### src/hw/rtl/elsc_pkg.sv
// ----------------------------------------------------------------------------
// elsc_pkg
// Shared types and constants of the ELF load segment checker.
// ----------------------------------------------------------------------------
`default_nettype none

package elsc_pkg;

  localparam int unsigned MAX_HEADERS = 8;
  localparam int unsigned TABLE_DEPTH = 8;
  localparam int unsigned HC_W        = $clog2(MAX_HEADERS + 1);
  localparam int unsigned SC_W        = $clog2(TABLE_DEPTH + 1);
  localparam int unsigned IDX_W       = $clog2(TABLE_DEPTH);

  localparam logic [31:0] MIN_ALIGN = 32'h0000_1000;
  localparam logic [31:0] HIGH_HALF = 32'h8000_0000;
  localparam logic [31:0] LOAD_TYPE = 32'h0000_0001;

  localparam int unsigned PADDR_W = 5;

  localparam logic [2:0] REG_IMAGE_BYTES   = 3'd0;
  localparam logic [2:0] REG_ENTRY_POINT   = 3'd1;
  localparam logic [2:0] REG_RAM_SIZE      = 3'd2;
  localparam logic [2:0] REG_LOW_WIN_START = 3'd3;
  localparam logic [2:0] REG_LOW_WIN_END   = 3'd4;
  localparam logic [2:0] REG_HIGH_WIN_START = 3'd5;

  typedef enum logic [3:0] {
    ST_LOADED   = 4'd0,
    ST_SKIPPED  = 4'd1,
    ST_SIZE     = 4'd2,
    ST_REGION   = 4'd3,
    ST_ALIGN    = 4'd4,
    ST_MAPPING  = 4'd5,
    ST_OVERLAP  = 4'd6,
    ST_TOO_MANY = 4'd7,
    ST_EARLIER  = 4'd8
  } status_t;

  typedef enum logic [2:0] {
    S_IDLE,
    S_START,
    S_SIZE,
    S_REGION,
    S_ALIGN,
    S_MAP,
    S_WALK,
    S_FINISH
  } state_t;

endpackage

`default_nettype wire

### src/hw/rtl/elsc_if.sv
// ----------------------------------------------------------------------------
// elsc_if
// Valid/ready channels for program header requests and check results.
// ----------------------------------------------------------------------------
`default_nettype none

interface elsc_hdr_if;
  logic        valid;
  logic        ready;
  logic [31:0] segment_type;
  logic [31:0] file_offset;
  logic [31:0] virt_addr;
  logic [31:0] phys_addr;
  logic [31:0] file_size;
  logic [31:0] mem_size;
  logic        exec_flag;
  logic [31:0] align_bytes;
  logic        is_last;

  modport source (
    output valid, segment_type, file_offset, virt_addr, phys_addr, file_size,
           mem_size, exec_flag, align_bytes, is_last,
    input  ready
  );
  modport sink (
    input  valid, segment_type, file_offset, virt_addr, phys_addr, file_size,
           mem_size, exec_flag, align_bytes, is_last,
    output ready
  );
endinterface

interface elsc_res_if;
  logic        valid;
  logic        ready;
  logic [3:0]  status;
  logic [31:0] fill_start;
  logic [31:0] fill_length;
  logic [31:0] image_end;
  logic        entry_found;
  logic        run_done;
  logic [31:0] final_entry;

  modport source (
    output valid, status, fill_start, fill_length, image_end, entry_found,
           run_done, final_entry,
    input  ready
  );
  modport sink (
    input  valid, status, fill_start, fill_length, image_end, entry_found,
           run_done, final_entry,
    output ready
  );
endinterface

`default_nettype wire

### src/hw/rtl/elf_load_segment_checker_core.sv
// ----------------------------------------------------------------------------
// elf_load_segment_checker_core
// Validates ELF32 program headers of a kernel image one request at a time.
//
// Requests arrive on hdr, one program header each; every request yields one
// result on res. Six 32-bit registers on the APB port (image size, entry
// point, RAM size, window bounds) are to be written by the user while the
// block is idle; the block itself does not enforce this. A request walks a
// small sequencer: start, size, region, alignment and mapping checks, then
// an overlap walk over the stored segments, one per cycle, then a finish
// state that loads the output register. The walk covers the segments stored
// so far (0 to 8); headers skipped or failed before it bypass it. hdr.ready
// is high only in the idle state, entered in the cycle after the finish
// state loads the output register, so a new request is taken only once the
// previous one is through the sequencer, and it may be taken while the
// previous result still waits in the output register. When the receiver
// stalls, a finished request holds in the finish state until the output
// register frees.
// Reset clears the registers, the run state and the output valid flag.
// The header marked last closes the run and clears the run state.
// ----------------------------------------------------------------------------
`default_nettype none

module elf_load_segment_checker_core
  import elsc_pkg::*;
(
  input  wire logic               clk,
  input  wire logic               rst,
  input  wire logic               psel,
  input  wire logic               penable,
  input  wire logic               pwrite,
  input  wire logic [PADDR_W-1:0] paddr,
  input  wire logic [31:0]        pwdata,
  output      logic [31:0]        prdata,
  output      logic               pready,
  elsc_hdr_if.sink                hdr,
  elsc_res_if.source              res
);

  logic [31:0] image_bytes, entry_point, ram_size;
  logic [31:0] low_window_start, low_window_end, high_window_start;

  logic [31:0] seg_start_table [TABLE_DEPTH];
  logic [31:0] seg_end_table   [TABLE_DEPTH];
  logic [SC_W-1:0] stored_count;
  logic [HC_W-1:0] header_count;
  logic [31:0] highest_end;
  logic        entry_seen;
  logic        failed_flag;

  state_t state, state_next;

  logic [31:0] seg_type, off, virt, phys, fsz, msz, algn;
  logic        exec, last;
  logic [31:0] phys_end;
  logic        entry_hit;
  status_t     status;
  logic [IDX_W-1:0] walk_idx;

  logic        out_valid;
  logic [3:0]  out_status;
  logic [31:0] out_fill_start, out_fill_length, out_image_end, out_final_entry;
  logic        out_entry_found, out_run_done;

  logic        cfg_write;
  logic [2:0]  cfg_idx;
  logic        accept;
  logic        finish_load;

  logic        size_fail, region_fail, align_fail, map_fail;
  logic [32:0] image_rem, region_sum;
  logic [31:0] algn_mask;
  logic        walk_hit, walk_last, table_full;
  logic        loaded;

  logic            failed_new, seen_new;
  logic [SC_W-1:0] count_new;
  logic [31:0]     high_new;

  // APB register file.
  assign pready    = 1'b1;
  assign cfg_write = psel && penable && pwrite;
  assign cfg_idx   = paddr[4:2];

  always_comb begin
    unique case (cfg_idx)
      REG_IMAGE_BYTES:    prdata = image_bytes;
      REG_ENTRY_POINT:    prdata = entry_point;
      REG_RAM_SIZE:       prdata = ram_size;
      REG_LOW_WIN_START:  prdata = low_window_start;
      REG_LOW_WIN_END:    prdata = low_window_end;
      REG_HIGH_WIN_START: prdata = high_window_start;
      default:            prdata = 32'h0;
    endcase
  end

  always_ff @(posedge clk) begin
    if (rst) begin
      image_bytes       <= 32'h0;
      entry_point       <= 32'h0;
      ram_size          <= 32'h0;
      low_window_start  <= 32'h0;
      low_window_end    <= 32'h0;
      high_window_start <= 32'h0;
    end else if (cfg_write) begin
      unique case (cfg_idx)
        REG_IMAGE_BYTES:    image_bytes       <= pwdata;
        REG_ENTRY_POINT:    entry_point       <= pwdata;
        REG_RAM_SIZE:       ram_size          <= pwdata;
        REG_LOW_WIN_START:  low_window_start  <= pwdata;
        REG_LOW_WIN_END:    low_window_end    <= pwdata;
        REG_HIGH_WIN_START: high_window_start <= pwdata;
        default: ;
      endcase
    end
  end

  // Check conditions, one group per sequencer step.
  assign image_rem  = {1'b0, image_bytes} - {1'b0, off};
  assign size_fail  = (fsz > msz) || (off > image_bytes) ||
                      ({1'b0, fsz} > image_rem);
  assign region_sum = {1'b0, phys} + {1'b0, msz};
  assign region_fail = (msz == 32'h0) || region_sum[32] ||
                       !(((phys >= low_window_start) &&
                          (region_sum[31:0] <= low_window_end)) ||
                         ((phys >= high_window_start) &&
                          (region_sum[31:0] <= ram_size)));
  assign algn_mask  = algn - 32'h1;
  assign align_fail = (algn < MIN_ALIGN) || ((algn & algn_mask) != 32'h0) ||
                      (((off ^ virt) & algn_mask) != 32'h0);
  assign map_fail   = virt[31] ? ((virt - phys) != HIGH_HALF) : (virt != phys);
  assign walk_hit   = (phys < seg_end_table[walk_idx]) &&
                      (seg_start_table[walk_idx] < phys_end);
  assign walk_last  = (SC_W'(walk_idx) + SC_W'(1)) == stored_count;
  assign table_full = stored_count >= SC_W'(TABLE_DEPTH);

  // Next state.
  always_comb begin
    state_next = state;
    unique case (state)
      S_IDLE:   if (hdr.valid) state_next = S_START;
      S_START: begin
        priority if (failed_flag || header_count >= HC_W'(MAX_HEADERS) ||
                     seg_type != LOAD_TYPE) state_next = S_FINISH;
        else state_next = S_SIZE;
      end
      S_SIZE:   state_next = size_fail ? S_FINISH : S_REGION;
      S_REGION: state_next = region_fail ? S_FINISH : S_ALIGN;
      S_ALIGN:  state_next = align_fail ? S_FINISH : S_MAP;
      S_MAP: begin
        priority if (map_fail || stored_count == SC_W'(0)) state_next = S_FINISH;
        else state_next = S_WALK;
      end
      S_WALK:   if (walk_hit || walk_last) state_next = S_FINISH;
      S_FINISH: if (finish_load) state_next = S_IDLE;
      default:  state_next = S_IDLE;
    endcase
  end

  // Handshake outputs.
  always_comb begin
    hdr.ready   = (state == S_IDLE);
    accept      = hdr.valid && (state == S_IDLE);
    finish_load = (state == S_FINISH) && (!out_valid || res.ready);
  end

  // Run state after this request, before the close of the run.
  assign loaded     = (status == ST_LOADED);
  assign failed_new = failed_flag || ((status != ST_LOADED) &&
                      (status != ST_SKIPPED) && (status != ST_EARLIER));
  assign count_new  = loaded ? stored_count + SC_W'(1) : stored_count;
  assign seen_new   = entry_seen || (loaded && exec && entry_hit);
  assign high_new   = (loaded && (phys_end > highest_end)) ? phys_end : highest_end;

  always_ff @(posedge clk) begin
    if (rst) begin
      state <= S_IDLE;
    end else begin
      state <= state_next;
    end
  end

  // Request datapath.
  always_ff @(posedge clk) begin
    if (accept) begin
      seg_type <= hdr.segment_type;
      off      <= hdr.file_offset;
      virt     <= hdr.virt_addr;
      phys     <= hdr.phys_addr;
      fsz      <= hdr.file_size;
      msz      <= hdr.mem_size;
      exec     <= hdr.exec_flag;
      algn     <= hdr.align_bytes;
      last     <= hdr.is_last;
      status   <= ST_LOADED;
    end
    unique case (state)
      S_START: begin
        if (failed_flag) status <= ST_EARLIER;
        else if (header_count >= HC_W'(MAX_HEADERS)) status <= ST_TOO_MANY;
        else if (seg_type != LOAD_TYPE) status <= ST_SKIPPED;
      end
      S_SIZE:   if (size_fail) status <= ST_SIZE;
      S_REGION: begin
        phys_end <= region_sum[31:0];
        if (region_fail) status <= ST_REGION;
      end
      S_ALIGN:  if (align_fail) status <= ST_ALIGN;
      S_MAP: begin
        entry_hit <= (entry_point >= phys) && (entry_point < phys_end);
        walk_idx  <= '0;
        if (map_fail) status <= ST_MAPPING;
      end
      S_WALK: begin
        walk_idx <= walk_idx + IDX_W'(1);
        if (walk_hit) status <= ST_OVERLAP;
        else if (walk_last && table_full) status <= ST_TOO_MANY;
      end
      default: ;
    endcase
    if (finish_load && loaded) begin
      seg_start_table[stored_count[IDX_W-1:0]] <= phys;
      seg_end_table[stored_count[IDX_W-1:0]]   <= phys_end;
    end
  end

  // Run state.
  always_ff @(posedge clk) begin
    if (rst) begin
      stored_count <= '0;
      header_count <= '0;
      highest_end  <= 32'h0;
      entry_seen   <= 1'b0;
      failed_flag  <= 1'b0;
    end else begin
      if ((state == S_START) && !failed_flag &&
          (header_count < HC_W'(MAX_HEADERS))) begin
        header_count <= header_count + HC_W'(1);
      end
      if (finish_load) begin
        if (last) begin
          stored_count <= '0;
          header_count <= '0;
          highest_end  <= 32'h0;
          entry_seen   <= 1'b0;
          failed_flag  <= 1'b0;
        end else begin
          stored_count <= count_new;
          highest_end  <= high_new;
          entry_seen   <= seen_new;
          failed_flag  <= failed_new;
        end
      end
    end
  end

  // Output register.
  always_ff @(posedge clk) begin
    if (rst) begin
      out_valid <= 1'b0;
    end else if (finish_load) begin
      out_valid <= 1'b1;
    end else if (res.ready) begin
      out_valid <= 1'b0;
    end
  end

  always_ff @(posedge clk) begin
    if (finish_load) begin
      out_status      <= status;
      out_fill_start  <= loaded ? phys + fsz : 32'h0;
      out_fill_length <= loaded ? msz - fsz : 32'h0;
      out_image_end   <= high_new;
      out_entry_found <= seen_new;
      out_run_done    <= last;
      out_final_entry <= (last && !failed_new && (count_new != SC_W'(0)) && seen_new)
                         ? entry_point : 32'h0;
    end
  end

  assign res.valid       = out_valid;
  assign res.status      = out_status;
  assign res.fill_start  = out_fill_start;
  assign res.fill_length = out_fill_length;
  assign res.image_end   = out_image_end;
  assign res.entry_found = out_entry_found;
  assign res.run_done    = out_run_done;
  assign res.final_entry = out_final_entry;

endmodule

`default_nettype wire
### src/flat_wrapper.sv
// flat-port wrapper written by rule: the top's interface ports become plain ports
module elf_load_segment_checker_core_flat import elsc_pkg::*;
  (clk, rst, psel, penable, pwrite, paddr, pwdata, prdata, pready, hdr_valid, hdr_segment_type, hdr_file_offset, hdr_virt_addr, hdr_phys_addr, hdr_file_size, hdr_mem_size, hdr_exec_flag, hdr_align_bytes, hdr_is_last, hdr_ready, res_valid, res_status, res_fill_start, res_fill_length, res_image_end, res_entry_found, res_run_done, res_final_entry, res_ready);
  elsc_hdr_if hdr_i ();
  elsc_res_if res_i ();
  input  wire logic clk;
  input  wire logic rst;
  input  wire logic psel;
  input  wire logic penable;
  input  wire logic pwrite;
  input  wire logic [PADDR_W-1:0] paddr;
  input  wire logic [31:0] pwdata;
  output      logic [31:0] prdata;
  output      logic pready;
  input wire logic [$bits(hdr_i.valid)-1:0] hdr_valid;
  input wire logic [$bits(hdr_i.segment_type)-1:0] hdr_segment_type;
  input wire logic [$bits(hdr_i.file_offset)-1:0] hdr_file_offset;
  input wire logic [$bits(hdr_i.virt_addr)-1:0] hdr_virt_addr;
  input wire logic [$bits(hdr_i.phys_addr)-1:0] hdr_phys_addr;
  input wire logic [$bits(hdr_i.file_size)-1:0] hdr_file_size;
  input wire logic [$bits(hdr_i.mem_size)-1:0] hdr_mem_size;
  input wire logic [$bits(hdr_i.exec_flag)-1:0] hdr_exec_flag;
  input wire logic [$bits(hdr_i.align_bytes)-1:0] hdr_align_bytes;
  input wire logic [$bits(hdr_i.is_last)-1:0] hdr_is_last;
  output wire logic [$bits(hdr_i.ready)-1:0] hdr_ready;
  output wire logic [$bits(res_i.valid)-1:0] res_valid;
  output wire logic [$bits(res_i.status)-1:0] res_status;
  output wire logic [$bits(res_i.fill_start)-1:0] res_fill_start;
  output wire logic [$bits(res_i.fill_length)-1:0] res_fill_length;
  output wire logic [$bits(res_i.image_end)-1:0] res_image_end;
  output wire logic [$bits(res_i.entry_found)-1:0] res_entry_found;
  output wire logic [$bits(res_i.run_done)-1:0] res_run_done;
  output wire logic [$bits(res_i.final_entry)-1:0] res_final_entry;
  input wire logic [$bits(res_i.ready)-1:0] res_ready;
  assign hdr_i.valid = hdr_valid;
  assign hdr_i.segment_type = hdr_segment_type;
  assign hdr_i.file_offset = hdr_file_offset;
  assign hdr_i.virt_addr = hdr_virt_addr;
  assign hdr_i.phys_addr = hdr_phys_addr;
  assign hdr_i.file_size = hdr_file_size;
  assign hdr_i.mem_size = hdr_mem_size;
  assign hdr_i.exec_flag = hdr_exec_flag;
  assign hdr_i.align_bytes = hdr_align_bytes;
  assign hdr_i.is_last = hdr_is_last;
  assign hdr_ready = hdr_i.ready;
  assign res_valid = res_i.valid;
  assign res_status = res_i.status;
  assign res_fill_start = res_i.fill_start;
  assign res_fill_length = res_i.fill_length;
  assign res_image_end = res_i.image_end;
  assign res_entry_found = res_i.entry_found;
  assign res_run_done = res_i.run_done;
  assign res_final_entry = res_i.final_entry;
  assign res_i.ready = res_ready;
  elf_load_segment_checker_core u_core (.clk(clk), .rst(rst), .psel(psel), .penable(penable), .pwrite(pwrite), .paddr(paddr), .pwdata(pwdata), .prdata(prdata), .pready(pready), .hdr(hdr_i), .res(res_i));
endmodule
### config.mk
export PLATFORM = sky130hd
export DESIGN_NAME = elf_load_segment_checker_core_flat
export DESIGN_NICKNAME = d
export VERILOG_FILES = /design/src/hw/rtl/elsc_pkg.sv /design/src/hw/rtl/elsc_if.sv /design/src/hw/rtl/elf_load_segment_checker_core.sv /design/src/flat_wrapper.sv
export SDC_FILE = /design/constraint.sdc
export NUM_CORES = 2
export LEC_CHECK = 0
export BUFFER_PORTS_ARGS = -buffer_cell sky130_fd_sc_hd__clkbuf_2
export CAP_MARGIN = 15
export CELL_PAD_IN_SITES_DETAIL_PLACEMENT = 0
export CELL_PAD_IN_SITES_GLOBAL_PLACEMENT = 2
export CORE_MARGIN = 5
export CORE_UTILIZATION = 45
export DETAILED_ROUTE_END_ITERATION = 16
export PLACE_DENSITY_LB_ADDON = 0.12
export SYNTH_ARGS = -nofsm -noshare
export SYNTH_HDL_FRONTEND = slang
export SYNTH_SLANG_ARGS = --single-unit
### constraint.sdc
create_clock -name clk -period 21.5 [get_ports clk]
set_input_delay 1.075 -clock clk [delete_from_list [all_inputs] [get_ports clk]]
set_output_delay 1.075 -clock clk [all_outputs]
set_load 0.005 [all_outputs]
* After elaboration in Yosys (flattened, before gate mapping)
Memories as Yosys holds them, arrays and structs flattened. A register that Yosys moved wholly into a read port is not among the register bits.
Cells that the tools add are included.
** Operators by class
- $add $sub $neg :: 10
- Order comparisons :: 16
- Eq/ne operators :: 21
- Multiplexer cells :: 38
- Bitwise logic cells :: 3
- Reduce and logical (&&, ||, !) cells :: 56
** Operators by type and width (number)
- $pmux W32 S6 :: 1
- $ge A32 B32 Y1 :: 3
- $gt A32 B32 Y1 :: 3
- $lt A32 B32 Y1 :: 3
- $and A32 B32 Y32 :: 2
- $le A32 B32 Y1 :: 2
- $mux W32 :: 2
- $reduce_bool A32 Y1 :: 2
- $sub A32 B32 Y32 :: 2
- $mux W4 :: 15
- $add A32 B32 Y33 :: 1
- $gt A32 B33 Y1 :: 1
- $sub A32 B32 Y33 :: 1
- $add A32 B32 Y32 :: 1
- $logic_not A32 Y1 :: 1
- $lt A32 B13 Y1 const B :: 1
- $ne A32 B1 Y1 const B :: 1
- $ne A32 B32 Y1 :: 1
- $ne A32 B32 Y1 const B :: 1
- $sub A32 B1 Y32 const B :: 1
- $xor A32 B32 Y32 :: 1
- $pmux W3 S8 :: 1
- $pmux W4 S6 :: 1
- $mux W3 :: 7
- 25 further kinds :: 89
** Word-level totals
- Flip-flop bits (word level) :: 638
- Bits in writable memories :: 512
- Bits of input ports :: 270
- Output and inout bits :: 169
- Word-level logic and storage cells :: 179
- Memories :: 2
** Memory list
- u_core.seg_end_table :: words 8, bits a word 32, read ports 1, clocked after Yosys merged registers in 1, write ports 1, RTL line elf_load_segment_checker_core.sv:44 : logic [31:0] seg_end_table [TABLE_DEPTH];
- u_core.seg_start_table :: words 8, bits a word 32, read ports 1, clocked after Yosys merged registers in 1, write ports 1, RTL line elf_load_segment_checker_core.sv:43 : logic [31:0] seg_start_table [TABLE_DEPTH];

* Depth between registers and ports, before layout
- Word-level depth :: 8
- Gate-level depth with buffers :: 28
- Gate-level depth less buffers :: 28

* Least setup slack after synthesis
No wires, ideal clock.
- Path kind :: input port to flip-flop
- From :: input res_ready
- To :: memory u_core.seg_end_table[0][0] (enable)
- Library setup time :: 0.564 ns
- Arrival time :: 8.007 ns
- Data required time :: 20.936 ns
- Setup slack :: 12.929 ns
- Stages :: 5
- Path buffers :: 0
- Cell sequence :: nand2b_1 > nand2_1 > clkinv_1 > nand3_1 > nor3_1
** On the way
- Word-level cells in the longest chain between the ends :: 5
** RTL lines
- start, declared :: RTL line flat_wrapper.sv:34 : input wire logic [$bits(res_i.ready)-1:0] res_ready;
- $logic_or A1 B1 Y1 :: RTL line elf_load_segment_checker_core.sv:164 : finish_load = (state == S_FINISH) && (!out_valid || res.ready);
- $logic_and A1 B1 Y1 :: RTL line elf_load_segment_checker_core.sv:164
- via u_core.finish_load :: RTL line elf_load_segment_checker_core.sv:68 : logic finish_load;
- $logic_and A1 B1 Y1 :: RTL line elf_load_segment_checker_core.sv:221 : if (finish_load && loaded) begin
- $mux W1 :: RTL line elf_load_segment_checker_core.sv:221
- $mux W1 (not written as such) :: RTL line elf_load_segment_checker_core.sv:223 : seg_end_table[stored_count[IDX_W-1:0]] <= phys_end;
- end, declared :: RTL line elf_load_segment_checker_core.sv:44
The timed path passes the listed nets, and every way through them passes these cells.

* Worst setup path in the final report
- From :: register u_core.phys[0]
- To :: register u_core.status[2]
** On the way
- Word-level cells in the longest chain between the ends :: 8
- Elaborated cells on any way between the ends :: 21
- Those cells by class :: add/sub (2); order compare (5); eq/ne (2); mux (5); reduce/logical (7)
** RTL lines
- start, declared :: RTL line elf_load_segment_checker_core.sv:53 : logic [31:0] seg_type, off, virt, phys, fsz, msz, algn;
- start signal, assigned :: RTL line elf_load_segment_checker_core.sv:189 : phys <= hdr.phys_addr;
- $add A32 B32 Y33 * :: RTL line elf_load_segment_checker_core.sv:122 : assign region_sum = {1'b0, phys} + {1'b0, msz};
- via u_core.region_sum[30] :: RTL line elf_load_segment_checker_core.sv:71 : logic [32:0] image_rem, region_sum;
- $le A32 B32 Y1, on equally long branches :: RTL line elf_load_segment_checker_core.sv:125, elf_load_segment_checker_core.sv:127
- $logic_and A1 B1 Y1, on equally long branches :: RTL line elf_load_segment_checker_core.sv:124, elf_load_segment_checker_core.sv:126
- $logic_or A1 B1 Y1 * :: RTL line elf_load_segment_checker_core.sv:125 : (region_sum[31:0] <= low_window_end)) ||
- $logic_not A1 Y1 * :: RTL line elf_load_segment_checker_core.sv:124 : !(((phys >= low_window_start) &&
- $logic_or A1 B1 Y1 * :: RTL line elf_load_segment_checker_core.sv:123 : assign region_fail = (msz == 32'h0) || region_sum[32] ||
- $mux W4 * :: RTL line elf_load_segment_checker_core.sv:206 : if (region_fail) status <= ST_REGION;
- $pmux W4 S6 * :: RTL line elf_load_segment_checker_core.sv:197 : unique case (state)
- end signal, assigned :: RTL line elf_load_segment_checker_core.sv:199 : if (failed_flag) status <= ST_EARLIER;
- end signal, assigned :: RTL line elf_load_segment_checker_core.sv:206
- end signal, assigned :: RTL line elf_load_segment_checker_core.sv:208 : S_ALIGN: if (align_fail) status <= ST_ALIGN;
- end, declared :: RTL line elf_load_segment_checker_core.sv:57 : status_t status;
The timed path passes the listed nets; every way through them passes the cells marked *.
A chain may end at the register's enable or synchronous reset.

==> impl.org <==
** Run status
- The run finished with clean final reports.

** Logic synthesis
- Synthesis instantiated 88 different standard cells from the library.
- Number of nets in the synthesized netlist :: approximately 5700
- FF+latch count, synth :: 1153
- Number of warnings issued by yosys :: 0
- Number of flops mapped to enable cells by yosys :: between 900 and 1000
- Mean area per synthesized cell :: around 12 um^2
- For this run, the leading register cell type out of synthesis is sky130_fd_sc_hd__edfxtp_1.
- Sequential-to-total area share from yosys stat :: between 50% and 60%
- Summing every instance area after synthesis gives 58600 um^2.
- Asr flop ratio synth :: 0%
- Gate Count Post-Synth :: a little under 5000

** STA
- Final number of max-transition violations :: 0
- Across all hold checks on the routed design, the worst slack comes to approximately 470 ps.
- The hold violation count in the final report is 0.
- Min cycle time layout :: around 7000 ps
- Post-route setup slack :: roughly 14000 ps
- Timing-limited maximum frequency :: around 0.14 GHz
- Sum of negative setup slack :: 0 ps
- Unrepaired setup endpoints after global routing :: no
- Headroom to the max-slew limit came out at about 28%.
- After layout, the worst path uses about a third of the clock period.
- Actual transition at the worst max-transition pin :: 1070 ps
- Setup violations remaining at the end of the flow were counted as 0.
- Setup skew after layout :: 30.6 ps

** Critical path
- Required time reported for the critical path endpoint :: around 22000 ps
- R2R depth :: 28
- The worst setup path is captured at a flop.
- CP endpoint :: u_core.status[2]$_DFF_P_
- On the worst path, the slowest cell contributes a delay of 490 ps.
- Data on the critical path arrives at its endpoint at between 7000 and 8000 ps.
- The worst register-to-register path begins at u_core.phys[0]$_DFFE_PP_.
- Cell at the slowest stage of the critical path :: sky130_fd_sc_hd__o31ai_1
- The most critical setup path has its startpoint at u_core.phys[0]$_DFFE_PP_.
- The worst setup path is of the flop to flop kind.
- In this run the worst path has a maximum fanout of 14.
- Startpoint class of the critical path :: flop
- By instance count, the cell type seen most on the critical path is sky130_fd_sc_hd__a21oi_1.
- The worst register-to-register path ends at u_core.status[2]$_DFF_P_.
- R2r setup slk :: between 10000 and 15000 ps

** Layout
- Number of fillers in the final layout :: between 10000 and 15000
- Final #Nets :: roughly 6200
- Summing all multi-input logic gate instances after layout gives about 25000 um^2.
- Synth-to-Final Area Change :: 14.8%
- The finished layout holds about 7300 standard cells, fillers aside.
- The sequential cells in the finished layout cover a total of roughly 32000 um^2.
- The finished cells cover between 60000 and 70000 um^2.
- Post-layout util :: about half
- Layout cells sized above 1 :: around 17%

** Power
- In this run the static leakage power is 25.2 nW.
- Per report_power, the sequential group accounts for between 40% and 50% of the total.
- The worst-case IR drop observed on VDD is roughly 0.07 mV.
- Cell internal power was estimated by the tool at 4.23 mW.
- Summed over all nets, the switching power comes to between 1.5 and 2 mW.
- Final total power :: roughly 6.0 mW
- Power density over the cells :: around 90 nW/um^2
- Net switching is between 20% and 30% of the power.
- The share of total power dissipated in combinational logic is between 10% and 20%.
- Clk network pwr share :: a little over a third

** Route
- Number of detailed-route iterations in the first pass :: 5
- Wirelength per Cell :: 27.7 um
- Mean number of vias per cell :: about 5.8
- The detailed router finished its first iteration with approximately 4000 violations.
- After detailed routing, the number of remaining DRC violations is 0.
- Detailed-route wire length :: 201000 um
- Summing over every cut layer, the via total after detailed routing is 41930.
- Once detail routing completed, the nets flagged for antenna violations numbered 0.

** Global routing
- The first global-routing pass estimated about 280000 um of wire.
- The number of antenna violations at the first check in global routing was 36.
- Number of global-route vias before repair :: 40688
- Pin count of the biggest net entering global routing :: 103
- Global routing usage summed across all routing layers :: between 20% and 30%
- Gr ovfl total :: 0

** Floorplan
- The die is around 370 um tall.
- Std-Cell Rows :: ~130
- For this configuration, the core starts out at a cell density of between 40% and 50%.
- Core Region :: between 100000 and 150000 um^2
- The die is 371 um wide.
- The die covers 137000 um^2.
- ~440 I/O pins were placed.

** Min path
- Class of the tightest hold or removal check :: flop to flop
- Hold Path Depth :: 2

** CTS
- TritonCTS buffer count :: approximately 120
- The clock reaches the later pin of the worst-skew pair after 750 ps.
- Clock Path Buffers :: 3
- Worst-path clk slew :: about 60 ps
- In this run the post-CTS setup repair buffer count came out at 0.
- In this run, post-CTS repair resized a total of 0 instances.
- After clock tree synthesis, the flow added hold-fix buffers numbering 0.
- Number of clock sinks seen by CTS :: 1153
- TritonCTS built the clock tree.
- # H-tree levels :: 3
- The root buffer cell chosen for the clock tree is sky130_fd_sc_hd__clkbuf_16.

** Place
- Worst slack at placement :: about 15000 ps
- Total half-perimeter wirelength after legalization and detailed placement :: approximately 150000 um
- Total instance count after detailed placement :: about 7000
- Port-buffer cells :: 435
- Placed standard-cell area :: approximately 63000 um^2
- The congestion estimate from routability-driven global placement came to between 0.9 and 1.

** Job
- Max-cap violations :: 0
## cells in the mapped netlist (all sizes together), types with 100 or more instances
cell type	n	share of area, %
edfxtp	908	47
a21o	100	1.3
o21ai	194	1.7
nand2	577	3.7
xnor2	107	1.6
inv	343	2.2
a21oi	430	3.7
clkbuf	136	0.87
nor2	196	1.3
ha	512	11
mux4	128	4.9
dfxtp	245	8.4
## per-layer routing
metal	up-vias	global-route usage [%]	routed length (um)
met5	-	0	140
met4	18	9.04	6830
met3	277	4.69	14600
met2	1472	46.6	93800
met1	20787	39.9	86100
li1	19376	-	-
## cells in the final DEF, fill, tap and decap left out, drive strengths merged, types with 84 or more instances in the layout
cell,netlist,routed
dfxtp,245,245
edfxtp,908,908
buf,29,84
nand2,577,577
xnor2,107,107
a21o,100,100
nor2,196,196
o21ai,194,194
nand3,92,92
inv,343,350
a22oi,99,99
a21oi,430,430
ha,512,512
mux4,128,128
clkbuf,136,583
## layout make-up
cell class,count,share of cell area [%]
Inverter,344,1.94
Antenna cell,13,0.0484
Multi-Input combinational cell,3270,36.6
Clock buffer,149,4.80
Timing Repair Buffer,518,4.19
Clock inverter,83,1.31
Sequential cell,1153,47.9
Tap cell,1742,3.24
## power by group through the flow
stage	clock network, mW	logic [mW]	registers (mW)
4_1_cts	2.20	1.19	2.63
5_1_grt	2.29	1.30	2.63
6_report	2.16	1.18	2.63
2_1_floorplan	0	0.791	2.63
3_3_place_gp	0	1.18	2.67
3_5_place_dp	0	1.18	2.67
## worst min-delay path by stage
stage	end	startpoint	slack [ps]
after floorplan	u_core.res.run_done$_DFFE_PP_	u_core.last$_DFFE_PP_	420
after global placement	u_core.low_window_start[21]$_SDFFE_PP0P_	u_core.low_window_start[21]$_SDFFE_PP0P_	460
after detailed placement	u_core.high_window_start[31]$_SDFFE_PP0P_	u_core.high_window_start[31]$_SDFFE_PP0P_	460
after CTS	u_core.off[3]$_DFFE_PP_	hdr_file_offset[3]	440
after global routing	u_core.off[3]$_DFFE_PP_	hdr_file_offset[3]	460
final	u_core.high_window_start[3]$_SDFFE_PP0P_	u_core.high_window_start[3]$_SDFFE_PP0P_	470
## cells by family (layout without fill, tap and decap cells)
family,count (synthesis),in the layout,share of synthesized area [%]
muxes,201,201,6.24
buffers and inverters,509,1094,3.30
other,1,14,0.00640
adders and majority gates,516,516,11.1
xor gates and xnor gates,152,152,2.27
AOI/OAI and AO/OA,1099,1099,11.7
and+or+nand+nor,1301,1301,10.4
DFF,1153,1153,54.9
## critical path: cells and delay by family (launching register included)
family	cells	cell delay, ps
buffers and inverters	1	320
multiplexers	1	290
AO/OA/AOI/OAI	17	3900
AND/OR/NAND/NOR	5	810
XOR/XNOR	1	410
flip-flops	1	320
adder cells (fa/ha/maj)	3	840
No activity file was read; power rests on OpenSTA's default activity.
